### src/rtl/aes128_ctr_byte_cipher_defines.svh
// Assertion macros for the counter-mode byte cipher.
`ifndef AES128_CTR_BYTE_CIPHER_DEFINES_SVH
`define AES128_CTR_BYTE_CIPHER_DEFINES_SVH

// Assert that ante implies cons in the next cycle.
`define ACB_ASSERT_NEXT(label, ante, cons, msg) \
	label: assert property (@(posedge clk) disable iff (!arst_n) (ante) |=> (cons)) \
		else $error(msg);

// Assert that ante implies cons in the same cycle.
`define ACB_ASSERT_NOW(label, ante, cons, msg) \
	label: assert property (@(posedge clk) disable iff (!arst_n) (ante) |-> (cons)) \
		else $error(msg);

`endif

### src/rtl/acb_pkg.sv
`default_nettype none
package acb_pkg;

	typedef struct packed {
		logic [7:0]  data_byte;
		logic [31:0] pkt_num;
		logic [31:0] src_node;
		logic        frame_start;
		logic        frame_end;
	} acb_in_t;

	typedef struct packed {
		logic [7:0] out_byte;
		logic       out_last;
	} acb_out_t;

	// Entry of the queue between front and back.
	typedef struct packed {
		logic [7:0] data_byte;
		logic       frame_end;
		logic       new_block;
		logic [3:0] pos;
		logic [127:0] ctr_block;
	} acb_job_t;

	typedef enum logic [1:0] {
		ENG_IDLE,
		ENG_KEYX,
		ENG_RUN
	} acb_eng_state_t;

	localparam logic [0:0] REG_KEY_HIGH = 1'b0;
	localparam logic [0:0] REG_KEY_LOW  = 1'b1;

	localparam logic [7:0] SBOX [256] = '{
		8'h63,8'h7c,8'h77,8'h7b,8'hf2,8'h6b,8'h6f,8'hc5,8'h30,8'h01,8'h67,8'h2b,8'hfe,8'hd7,8'hab,8'h76,
		8'hca,8'h82,8'hc9,8'h7d,8'hfa,8'h59,8'h47,8'hf0,8'had,8'hd4,8'ha2,8'haf,8'h9c,8'ha4,8'h72,8'hc0,
		8'hb7,8'hfd,8'h93,8'h26,8'h36,8'h3f,8'hf7,8'hcc,8'h34,8'ha5,8'he5,8'hf1,8'h71,8'hd8,8'h31,8'h15,
		8'h04,8'hc7,8'h23,8'hc3,8'h18,8'h96,8'h05,8'h9a,8'h07,8'h12,8'h80,8'he2,8'heb,8'h27,8'hb2,8'h75,
		8'h09,8'h83,8'h2c,8'h1a,8'h1b,8'h6e,8'h5a,8'ha0,8'h52,8'h3b,8'hd6,8'hb3,8'h29,8'he3,8'h2f,8'h84,
		8'h53,8'hd1,8'h00,8'hed,8'h20,8'hfc,8'hb1,8'h5b,8'h6a,8'hcb,8'hbe,8'h39,8'h4a,8'h4c,8'h58,8'hcf,
		8'hd0,8'hef,8'haa,8'hfb,8'h43,8'h4d,8'h33,8'h85,8'h45,8'hf9,8'h02,8'h7f,8'h50,8'h3c,8'h9f,8'ha8,
		8'h51,8'ha3,8'h40,8'h8f,8'h92,8'h9d,8'h38,8'hf5,8'hbc,8'hb6,8'hda,8'h21,8'h10,8'hff,8'hf3,8'hd2,
		8'hcd,8'h0c,8'h13,8'hec,8'h5f,8'h97,8'h44,8'h17,8'hc4,8'ha7,8'h7e,8'h3d,8'h64,8'h5d,8'h19,8'h73,
		8'h60,8'h81,8'h4f,8'hdc,8'h22,8'h2a,8'h90,8'h88,8'h46,8'hee,8'hb8,8'h14,8'hde,8'h5e,8'h0b,8'hdb,
		8'he0,8'h32,8'h3a,8'h0a,8'h49,8'h06,8'h24,8'h5c,8'hc2,8'hd3,8'hac,8'h62,8'h91,8'h95,8'he4,8'h79,
		8'he7,8'hc8,8'h37,8'h6d,8'h8d,8'hd5,8'h4e,8'ha9,8'h6c,8'h56,8'hf4,8'hea,8'h65,8'h7a,8'hae,8'h08,
		8'hba,8'h78,8'h25,8'h2e,8'h1c,8'ha6,8'hb4,8'hc6,8'he8,8'hdd,8'h74,8'h1f,8'h4b,8'hbd,8'h8b,8'h8a,
		8'h70,8'h3e,8'hb5,8'h66,8'h48,8'h03,8'hf6,8'h0e,8'h61,8'h35,8'h57,8'hb9,8'h86,8'hc1,8'h1d,8'h9e,
		8'he1,8'hf8,8'h98,8'h11,8'h69,8'hd9,8'h8e,8'h94,8'h9b,8'h1e,8'h87,8'he9,8'hce,8'h55,8'h28,8'hdf,
		8'h8c,8'ha1,8'h89,8'h0d,8'hbf,8'he6,8'h42,8'h68,8'h41,8'h99,8'h2d,8'h0f,8'hb0,8'h54,8'hbb,8'h16
	};

	localparam logic [7:0] RCON [11] = '{
		8'h8d, 8'h01, 8'h02, 8'h04, 8'h08, 8'h10, 8'h20, 8'h40, 8'h80, 8'h1b, 8'h36
	};

	function automatic logic [7:0] xtime(input logic [7:0] x);
		return {x[6:0], 1'b0} ^ (x[7] ? 8'h1b : 8'h00);
	endfunction

	function automatic logic [31:0] sub_word(input logic [31:0] w);
		return {SBOX[w[31:24]], SBOX[w[23:16]], SBOX[w[15:8]], SBOX[w[7:0]]};
	endfunction

	// SubBytes, ShiftRows and optionally MixColumns; byte 0 in bits 127:120.
	function automatic logic [127:0] aes_round(input logic [127:0] s, input logic mix);
		logic [7:0] b [16];
		logic [7:0] t [16];
		logic [7:0] a0, a1, a2, a3, al;
		logic [127:0] r;
		for (int i = 0; i < 16; i++) b[i] = s[127 - 8*i -: 8];
		for (int c = 0; c < 4; c++)
			for (int k = 0; k < 4; k++)
				t[k + 4*c] = SBOX[b[k + 4*((c + k) % 4)]];
		for (int c = 0; c < 4; c++) begin
			a0 = t[4*c]; a1 = t[4*c+1]; a2 = t[4*c+2]; a3 = t[4*c+3];
			al = a0 ^ a1 ^ a2 ^ a3;
			if (mix) begin
				t[4*c]   = a0 ^ al ^ xtime(a0 ^ a1);
				t[4*c+1] = a1 ^ al ^ xtime(a1 ^ a2);
				t[4*c+2] = a2 ^ al ^ xtime(a2 ^ a3);
				t[4*c+3] = a3 ^ al ^ xtime(a3 ^ a0);
			end
		end
		for (int i = 0; i < 16; i++) r[127 - 8*i -: 8] = t[i];
		return r;
	endfunction

endpackage
`default_nettype wire

### src/rtl/acb_front.sv
`default_nettype none
module acb_front import acb_pkg::*; (
	input  wire logic     clk,
	input  wire logic     arst_n,
	input  wire logic     in_valid,
	output logic          in_stall,
	input  wire acb_in_t  in_data,
	output logic          job_valid,
	input  wire logic     job_stall,
	output acb_job_t      job
);
	logic [31:0] nonce_packet_q, nonce_node_q, block_count_q;
	logic [3:0]  byte_position_q;
	logic [31:0] np, nn, bc;
	logic [3:0]  pos;
	logic        take;

	assign in_stall  = job_stall;
	assign job_valid = in_valid;
	assign take      = in_valid && !job_stall;

	always_comb begin
		np  = in_data.frame_start ? in_data.pkt_num : nonce_packet_q;
		nn  = in_data.frame_start ? in_data.src_node : nonce_node_q;
		bc  = in_data.frame_start ? 32'd0 : block_count_q;
		pos = in_data.frame_start ? 4'd0 : byte_position_q;
		job.data_byte = in_data.data_byte;
		job.frame_end = in_data.frame_end;
		job.new_block = (pos == 4'd0);
		job.pos       = pos;
		job.ctr_block = {np[7:0], np[15:8], np[23:16], np[31:24], 32'd0,
			nn[7:0], nn[15:8], nn[23:16], nn[31:24], bc};
	end

	always_ff @(posedge clk or negedge arst_n) begin
		if (!arst_n) begin
			nonce_packet_q  <= '0;
			nonce_node_q    <= '0;
			block_count_q   <= '0;
			byte_position_q <= '0;
		end else if (take) begin
			nonce_packet_q  <= np;
			nonce_node_q    <= nn;
			byte_position_q <= pos + 4'd1;
			block_count_q   <= (pos == 4'd15) ? bc + 32'd1 : bc;
		end
	end
endmodule
`default_nettype wire

### config.mk
export PLATFORM = sky130hd
export DESIGN_NAME = acb_front
export DESIGN_NICKNAME = d
export VERILOG_FILES = /design/src/rtl/aes128_ctr_byte_cipher_defines.svh /design/src/rtl/acb_pkg.sv /design/src/rtl/acb_front.sv
export SDC_FILE = /design/constraint.sdc
export NUM_CORES = 1
export LEC_CHECK = 0
export BUFFER_PORTS_ARGS = -buffer_cell sky130_fd_sc_hd__clkbuf_2
export CAP_MARGIN = 25
export CORE_MARGIN = 5
export CORE_UTILIZATION = 46
export CTS_BUF_LIST = sky130_fd_sc_hd__clkbuf_8
export DETAILED_ROUTE_END_ITERATION = 12
export PLACE_DENSITY = 0.87
export SYNTH_ARGS = -nofsm -noshare
export SYNTH_HDL_FRONTEND = slang
export SYNTH_SLANG_ARGS = --single-unit
### constraint.sdc
create_clock -name clk -period 1.9 [get_ports clk]
set_input_delay 0.19 -clock clk [delete_from_list [all_inputs] [get_ports clk]]
set_output_delay 0.19 -clock clk [all_outputs]
set_load 0.01 [all_outputs]
Yosys cells after proc, flatten, opt, wreduce, memory -nomap -nowiden
Cells that the tools add are included.

Register bits: 100. Input bits: 78. Output and inout port bits: 144. Word-level logic and storage cells: 15.

Add/sub/neg operators: 2. Equal/unequal tests: 1. Mux-type cells: 5. Reduce and logical (&&, ||, !) cells: 3.

Operator list (number): 32-bit two-way mux (4); 32-bit by 1-bit adder with 32-bit output, second input constant (1); 4-bit by 1-bit adder with 4-bit output, second input constant (1); 4-bit == test, second input constant (1); 4-bit logical NOT (1); 4-bit two-way mux (1); 1-bit logical AND (1); 1-bit logical NOT (1).

Depth between registers and ports, before layout
Gate-level depths: netlist of run 1.

Word-level depth: 3. Depth in mapped cells: 10.

Least setup slack after synthesis of run 1
OpenSTA, ideal clock, no wires.

Kind: input port to flip-flop. Start point: input port in_data[1] (netlist name). End point: register block_count_q[24]. Library setup time: 0.080 ns. Data arrival time: 2.505 ns. Data required time: 1.820 ns. Setup slack: -0.685 ns. Cell stages on the path: 10. Path buffers: 4. Cells stage by stage: buf_2 clkbuf_1 clkbuf_1 nor2b_1 ha_1 nand4_4 or4_4 buf_6 nor3_2 xnor2_1.

RTL lines: from (decl) (line acb_front.sv:7) `input wire acb_in_t in_data,`; to (signal assigned) (line acb_front.sv:45) `block_count_q <= (pos == 4'd15) ? bc + 32'd1 : bc;`; to (decl) (line acb_front.sv:12) `logic [31:0] nonce_packet_q, nonce_node_q, block_count_q;`.

Worst setup path in the final report of run 1
Start point: register block_count_q[6]. End point: register block_count_q[28].

Longest elaborated chain between the ends: 3.

RTL lines: 32-bit two-way mux (line acb_front.sv:25) `bc = in_data.frame_start ? 32'd0 : block_count_q;`; 32-bit by 1-bit adder with 32-bit output (line acb_front.sv:45); 32-bit two-way mux (line acb_front.sv:45).

No other way between the ends. A chain may end at the register's enable or synchronous reset.

==> results of run 1 <==
how the worst max path moves through the flow:
stage / slack [ps] / to / cells past startpoint / start
final: -0.08 / block_count_q[28] / 6 / block_count_q[6]
after global routing: -80 / block_count_q[28] / 6 / block_count_q[4]
after CTS: 1 / block_count_q[31] / 6 / block_count_q[4]
after detailed placement: -60 / block_count_q[31] / 9 / in_data[1]
after global placement: 10 / block_count_q[31] / 9 / in_data[1]
after floorplan: -150 / block_count_q[20] / 10 / in_data[1]
worst max-delay path: stages, from the launching register on:
cell	delay, ps
sky130_fd_sc_hd__dfrtp_1	370
sky130_fd_sc_hd__and3b_2	220
sky130_fd_sc_hd__nand3_2	100
sky130_fd_sc_hd__or4_4	600
sky130_fd_sc_hd__buf_12	190
sky130_fd_sc_hd__nor3_4	190
sky130_fd_sc_hd__xnor2_1	140
synth_stat cells:
cell / count / share of area, %
sky130_fd_sc_hd__and4b_1: 3 / 0.54
sky130_fd_sc_hd__a22o_1: 1 / 0.16
sky130_fd_sc_hd__xor2_1: 11 / 1.7
sky130_fd_sc_hd__dfrtp_1: 100 / 45
sky130_fd_sc_hd__and4_2: 1 / 0.18
sky130_fd_sc_hd__nor3_1: 6 / 0.54
sky130_fd_sc_hd__or4_4: 1 / 0.20
sky130_fd_sc_hd__buf_1: 4 / 0.27
sky130_fd_sc_hd__nand4_4: 1 / 0.38
sky130_fd_sc_hd__a21oi_1: 2 / 0.18
sky130_fd_sc_hd__buf_2: 3 / 0.27
sky130_fd_sc_hd__nand3b_1: 2 / 0.27
sky130_fd_sc_hd__buf_6: 1 / 0.20
sky130_fd_sc_hd__nand2b_1: 3 / 0.34
sky130_fd_sc_hd__and2b_1: 1 / 0.13
sky130_fd_sc_hd__mux2_2: 128 / 26
sky130_fd_sc_hd__nor4_2: 1 / 0.22
sky130_fd_sc_hd__inv_1: 6 / 0.40
sky130_fd_sc_hd__nor3_2: 7 / 1.3
sky130_fd_sc_hd__nand4_1: 6 / 0.67
sky130_fd_sc_hd__nor2b_1: 31 / 3.5
sky130_fd_sc_hd__conb_1: 1 / 0.067
sky130_fd_sc_hd__xnor2_1: 19 / 3.0
sky130_fd_sc_hd__ha_1: 3 / 0.67
sky130_fd_sc_hd__and3b_1: 1 / 0.16
sky130_fd_sc_hd__and2b_4: 1 / 0.18
sky130_fd_sc_hd__and2_0: 1 / 0.11
sky130_fd_sc_hd__buf_4: 43 / 5.8
sky130_fd_sc_hd__or3_2: 1 / 0.13
sky130_fd_sc_hd__nor2_1: 7 / 0.47
sky130_fd_sc_hd__nand2_1: 53 / 3.6
sky130_fd_sc_hd__and2_1: 2 / 0.22
sky130_fd_sc_hd__and3_1: 3 / 0.34
sky130_fd_sc_hd__o21ai_0: 6 / 0.54
sky130_fd_sc_hd__nor4_1: 3 / 0.34
sky130_fd_sc_hd__nor3b_1: 1 / 0.13
sky130_fd_sc_hd__clkbuf_1: 15 / 1.0
sky130_fd_sc_hd__nor3_4: 1 / 0.29
sky130_fd_sc_hd__nand3_1: 12 / 1.1
layout make-up:
cell class,instances,area share [%]
clock buffers,11,2.13
clock inverters,5,1.51
inverters,6,0.317
multi-input cells,351,41.1
flip-flops and latches,100,35.2
well taps,147,2.59
repair buffers,210,17.2
metal layers:
metal	share of wire [%]	wire, µm
met1	39	5210
met2	52	6930
met3	7.1	948
met4	1.8	235
met5	0	0
logic make-up (layout without fill, tap and decap cells):
logic type      after synthesis  count (layout)  share of synthesized area (%)
compound gates                9               9                          0.873
xor+xnor                     30              30                           4.70
fa+ha+maj                     3               3                          0.672
buf+inv                      72             232                           7.92
flops                       100             100                           44.8
mux                         128             128                           25.8
other cells                   1              32                         0.0671
simple gates                149             149                           15.2
registers in the layout (all words and copies together) (netlist names):
register         cells
byte_position_q      4
nonce_node_q        32
nonce_packet_q      32
block_count_q       32
power breakdown:
part / total (µW) / internal [µW] / switching [µW]
combinational: 1170 / 634 / 541
clock: 1710 / 952 / 762
sequential: 2540 / 2400 / 140
total: 5430 / 3980 / 1440
repair_timing:
| item | in CTS | in global routing |
|---|---|---|
| resized for setup | 3 | 10 |
| endpoints found under the setup margin | 2 | 21 |
| pin swaps | 0 | 5 |
| hold buffers | 1 | 0 |
| hold endpoints to repair | 41 | 0 |
| buffers inserted | 1 | 9 |
layout by cell type (no fill, tap or decap), drive strengths merged, types with 2 or more instances in the layout:
master    n
xnor2    19
a21oi     2
ha        3
clkinv    2
bufinv    3
nor3     14
and3      3
and2      3
inv       6
o21ai     6
clkbuf  180
dfrtp   100
nand4     7
nand3    12
xor2     11
nor4      4
buf      40
nor2b    31
nor2      7
and2b     2
nand2    53
mux2    128
nand2b    3
and4b     3
conb     32
nand3b    2
metrics by stage:
stage          hold WS [ps]  setup WS (ps)  instances  power (µW)
2_1_floorplan          -106           -151        523        3320
3_3_place_gp            222           13.9        803        3690
3_5_place_dp            230          -58.2        803        3750
4_1_cts                31.9           1.41        821        5480
5_1_grt                35.0          -82.9        830        5720
6_report               55.8        -0.0779        830        5430
==> Implementation_results.wiki, run 1 <==
{| class="wikitable"
! Metric !! Value
|-
| Status || finished, violations left
|-
| Violated checks || negative setup slack
|-
| Met2 track utilization from global routing || between 30% and 40%
|-
| Crit path required time || between 2000 and 2500 ps
|-
| Worst min path class || in -> reg
|-
| Average cell area after synthesis || approximately 11 µm²
|-
| Final setup skew || ~7.2 ps
|-
| Reg clk slew, reported paths || roughly 100 ps
|-
| Top-Level Pins || 222
|-
| Fmax || 526 MHz
|-
| Post-DP Area || between 6000 and 7000 µm²
|-
| Smallest setup slack after layout || -0.0779 ps
|-
| Horizontal die dimension || around 120 µm
|-
| Origin of the critical flop-to-flop path || block_count_q[6]
|-
| Area of combinational cells with multiple inputs || ~2900 µm²
|-
| Cell Pwr Density || approximately 760 nW/µm²
|-
| Area of the die || around 14000 µm²
|-
| Netlist area before placement || around 5600 µm²
|-
| Fraction of the cycle the final worst path needs || 100%
|-
| Fillers || 948
|-
| Maximum fanout count along the critical path || 8
|-
| Design Area, Final || a little over 7000 µm²
|-
| First-pass GRT wire length || ~22000 µm
|-
| Cell at the root of the clock tree || sky130_fd_sc_hd__clkbuf_8
|-
| Final hold vios || 0
|-
| Number of cells on the worst reg-to-reg path || 6
|-
| Maximum vdd ir drop || approximately 440 µV
|-
| End of the worst register-to-register path || block_count_q[28]
|-
| Final period demand of the worst path || around 1900 ps
|-
| Deepest level of the CTS H-tree || 3
|-
| Placer's final routability congestion estimate || 0.812
|-
| Total Nets Final || about 760
|-
| Final routed DRC violation total || 0
|-
| Total CTS buffers || 9
|-
| Netlist cell types || 39
|-
| Maximum number of pins on one net before global-route repair || 47
|-
| Register cell area after layout || roughly 2500 µm²
|-
| Number of flip-flops and latches in the synthesized netlist || 100
|-
| Sequential element share of the synthesized area || between 40 and 50%
|-
| Sum of overflow across all layers after global routing || 0
|-
| Number of placement rows || 40
|-
| Element type at the critical path start || flip-flop
|-
| Final standard cell utilization of the core || between 50 and 60%
|-
| Count of inserted antenna diode cells || 0
|-
| Setup TNS || -0.0779 ps
|-
| Vias in the first global route || about 4400
|-
| Drt via density || between 5 and 6
|-
| Start-to-end type of the worst setup path || reg -> reg
|-
| Data arrival at the endpoint of the critical path || between 2000 and 2500 ps
|-
| GRT busiest layer || met2
|-
| Drt wl/cell || roughly 16 µm
|-
| Final Max Tran Viols || 0
|-
| DRC marker count from the first detailed-route iteration || approximately 150
|-
| Worst hold stages || 2
|-
| Global-route usage over all layers || a little under a fifth
|-
| Endpoint class of the critical path || flip-flop
|-
| Transition at the pin with the smallest max-transition slack || between 500 and 600 ps
|-
| Standard cell core area || ~12000 µm²
|-
| Syn-to-layout area delta || 27.1%
|-
| Count of maximum capacitance violations || 0
|-
| Final HPWL DP || about 9900 µm
|-
| Detailed Route WL || 13300 µm
|-
| Number of sinks driven by the clock tree || 100
|-
| Total setup violations reported at the end of the flow || 1
|-
| Number of buffers between clock root and the deepest sink || 2
|-
| Fraction of met1 tracks used by global routing || between 20 and 25%
|-
| Leakage power || 0.00346 µW
|-
| Met3 capacity usage during global routing || between 4 and 5%
|-
| Unrepaired setup endpoints after global routing || true
|-
| Clock network latency to the later pin of the worst-skew pair || ~370 ps
|-
| Number of iterations in the first detailed-routing pass || 4
|-
| IO buf count || around 170
|-
| Count of mapped cells out of synthesis || roughly 490
|-
| Hold Crit Start || in_data[13]
|-
| Share of post-route cells with drive strength above 1 || a little under three fifths
|-
| Antenna-violating nets left || 0
|-
| Worst-case register-to-register setup slack || -0.08 ps
|-
| Starting utilization of the core area || a little under half
|-
| Endpoint of the worst hold-timing path || nonce_node_q[11]
|-
| Relative slew slack || 60.9%
|-
| Synth Warn # || 0
|-
| TritonCTS clock tree || yes
|-
| Overall die height || 120 µm
|-
| Antenna violations before repair || 0
|-
| Routed vias || about 4200
|}
Power figures use the tool's default switching activity.
==> run 2, diff against run 1 <==
GPL_TIMING_DRIVEN = 0   (was default)
SKIP_LAST_GASP = 1   (was default)
==> Implementation_results.wiki, run 2 (synthesis gave the netlist of run 1 again) <==
{| class="wikitable"
! Metric !! Value
|-
| Status || finished, violations left (unchanged)
|-
| Violated checks || negative setup slack (unchanged)
|-
| End of the worst register-to-register path || block_count_q[24] (was block_count_q[28])
|-
| Number of sinks driven by the clock tree || 100 (unchanged)
|-
| Element type at the critical path start || input port (was flip-flop)
|-
| Total setup violations reported at the end of the flow || 11 (was 1)
|-
| Origin of the critical flop-to-flop path || byte_position_q[1] (was block_count_q[6])
|-
| Worst setup slack after placement || -572 ps (was -58.2 ps)
|-
| Detailed Route WL || 14000 µm (was 13300 µm)
|-
| Maximum fanout count along the critical path || 10 (was 8)
|-
| Fmax || 511 MHz (was 526 MHz)
|-
| Met2 track utilization from global routing || 33.4% (was 31.4%)
|-
| Data arrival at the endpoint of the critical path || 2250 ps (was 2190 ps)
|-
| Routed vias || 4480 (was 4220)
|-
| Standard cell core area || 12000 µm² (unchanged)
|-
| IO buf count || 180 (was 171)
|-
| Final setup skew || 13.2 ps (was 7.21 ps)
|-
| Placer's final routability congestion estimate || 0.821 (was 0.812)
|-
| Drt via density || 5.05 (was 5.08)
|-
| Final period demand of the worst path || 1960 ps (was 1900 ps)
|-
| Top-Level Pins || 222 (unchanged)
|-
| Antenna violations before repair || 0 (unchanged)
|-
| Cell at the root of the clock tree || sky130_fd_sc_hd__clkbuf_8 (unchanged)
|-
| Reg clk slew, reported paths || 100 ps (about the same)
|-
| Leading cell type in the layout, fill and taps excluded || sky130_fd_sc_hd__clkbuf_2 (unchanged)
|-
| Post-DP Area || 6960 µm² (was 6710 µm²)
|-
| Overall die height || 120 µm (unchanged)
|-
| Critical path launch point || in_data[1] (was block_count_q[6])
|-
| Maximum number of pins on one net before global-route repair || 65 (was 47)
|-
| Worst-case register-to-register setup slack || -50 ps (was -0.08 ps)
|-
| Vias in the first global route || 4566 (was 4392)
|-
| Final routed DRC violation total || 0 (unchanged)
|-
| Worst hold stages || 2 (unchanged)
|-
| Share of post-route cells with drive strength above 1 || 57.7% (was 56.5%)
|-
| Antenna-violating nets left || 0 (unchanged)
|-
| Final hold vios || 0 (unchanged)
|-
| Fraction of met1 tracks used by global routing || 22.7% (was 22.2%)
|-
| Starting utilization of the core area || 46.7% (unchanged)
|-
| Global-route usage over all layers || 19.3% (was 18.4%)
|-
| Relative slew slack || 59.1% (was 60.9%)
|-
| Fraction of the cycle the final worst path needs || 103% (was 100%)
|-
| Smallest setup slack after layout || -58.4 ps (was -0.0779 ps)
|-
| Number of buffers between clock root and the deepest sink || 2 (unchanged)
|-
| Total Nets Final || 816 (was 759)
|-
| Maximum vdd ir drop || 525 µV (was 438 µV)
|-
| Worst min path class || in -> reg (unchanged)
|-
| Number of placement rows || 40 (unchanged)
|-
| Deepest level of the CTS H-tree || 3 (unchanged)
|-
| GRT busiest layer || met2 (unchanged)
|-
| Crit path required time || 2200 ps (was 2190 ps)
|-
| Top library cells by usage in the layout, fill and taps aside || sky130_fd_sc_hd__clkbuf_2 (179), sky130_fd_sc_hd__mux2_2 (128), sky130_fd_sc_hd__dfrtp_1 (100) (was sky130_fd_sc_hd__clkbuf_2 (169), sky130_fd_sc_hd__mux2_2 (128), sky130_fd_sc_hd__dfrtp_1 (100))
|-
| Final worst hold slack || 51.3 ps (was 55.8 ps)
|-
| Horizontal die dimension || 120 µm (unchanged)
|-
| Biggest registers after layout || block_count_q: 32 flops, nonce_node_q: 32 flops, nonce_packet_q: 32 flops (unchanged)
|-
| Drt wl/cell || 15.8 µm (was 16.1 µm)
|-
| TritonCTS clock tree || yes (unchanged)
|-
| Endpoint of the worst hold-timing path || nonce_packet_q[3] (was nonce_node_q[11])
|-
| Sum of overflow across all layers after global routing || 0 (unchanged)
|-
| Number of iterations in the first detailed-routing pass || 4 (unchanged)
|-
| Hold Crit Start || in_data[37] (was in_data[13])
|-
| Syn-to-layout area delta || 34.5% (was 27.1%)
|-
| DRC marker count from the first detailed-route iteration || 139 (was 147)
|-
| Final Max Tran Viols || 0 (unchanged)
|-
| Final HPWL DP || 10300 µm (was 9900 µm)
|-
| Total power draw || 5480 µW (was 5430 µW)
|-
| Total CTS buffers || 9 (unchanged)
|-
| Count of maximum capacitance violations || 0 (unchanged)
|-
| Unrepaired setup endpoints after global routing || true (unchanged)
|-
| Start-to-end type of the worst setup path || in -> reg (was reg -> reg)
|-
| Leakage power || 0.00373 µW (was 0.00346 µW)
|-
| Met3 capacity usage during global routing || 4.58% (was 4.68%)
|-
| Design Area, Final || 7520 µm² (was 7100 µm²)
|-
| Number of cells on the worst reg-to-reg path || 8 (was 6)
|-
| Clock network latency to the later pin of the worst-skew pair || 380 ps (was 370 ps)
|-
| Area of the die || 14500 µm² (unchanged)
|-
| Count of inserted antenna diode cells || 0 (unchanged)
|-
| First-pass GRT wire length || 22200 µm (was 21700 µm)
|-
| Setup TNS || -326 ps (was -0.0779 ps)
|-
| Endpoint class of the critical path || flip-flop (unchanged)
|-
| Cell Pwr Density || 729 nW/µm² (was 764 nW/µm²)
|-
| Transition at the pin with the smallest max-transition slack || 608 ps (was 587 ps)
|}
-- run 2: power by group --
part           switching, µW  internal [µW]
clock network            738            940
registers                141           2400
logic                    567            696
-- run 2: metal layers --
metal,routed length [µm],vias to the layer above
li1,-,2100
met1,5510,2176
met2,7130,178
met3,998,26
met4,372,0
met5,0,-
-- run 2: cell type report --
type	count	area, µm²
sequential	100	2500
timing repair buffer	202	1140
fill	981	4440
buffer	65	492
tap	147	184
inverter	6	25.0
clock buffer	11	151
multi-input combinational	351	2930
clock inverter	5	98.8
-- run 2: worst max path at each step --
stage,end,slack (ps),cells after the start
after floorplan,block_count_q[20],-150,10
after global placement,nonce_node_q[13],-720,1
after detailed placement,block_count_q[12],-570,10
after CTS,block_count_q[30],-10,9
after global routing,block_count_q[28],-120,8
final,block_count_q[24],-60,12
-- run 2: worst max-delay path, stage by stage --
cell and delay [ps]:
sky130_fd_sc_hd__clkbuf_2 130, sky130_fd_sc_hd__buf_8 140, sky130_fd_sc_hd__clkbuf_16 160, sky130_fd_sc_hd__clkbuf_16 150, sky130_fd_sc_hd__nor2b_4 130, sky130_fd_sc_hd__ha_4 160
sky130_fd_sc_hd__nand4_4 110, sky130_fd_sc_hd__or4_4 490, sky130_fd_sc_hd__buf_12 170, sky130_fd_sc_hd__buf_12 140, sky130_fd_sc_hd__nor3_4 130, sky130_fd_sc_hd__xnor2_1 140
-- run 2: metrics by stage --
step,cells,util (%)
6_report,887,62.9
5_1_grt,887,62.9
4_1_cts,883,62.3
3_5_place_dp,851,58.2
3_3_place_gp,850,57.9
2_1_floorplan,523,-
-- run 2: what timing repair did --
item	4_1_cts	5_1_grt
cloned	1	0
hold buffers	1	0
hold endpoints to repair	36	0
setup buffers	15	4
setup endpoints to repair	20	20
pin swaps	6	7
gates resized for setup	15	7
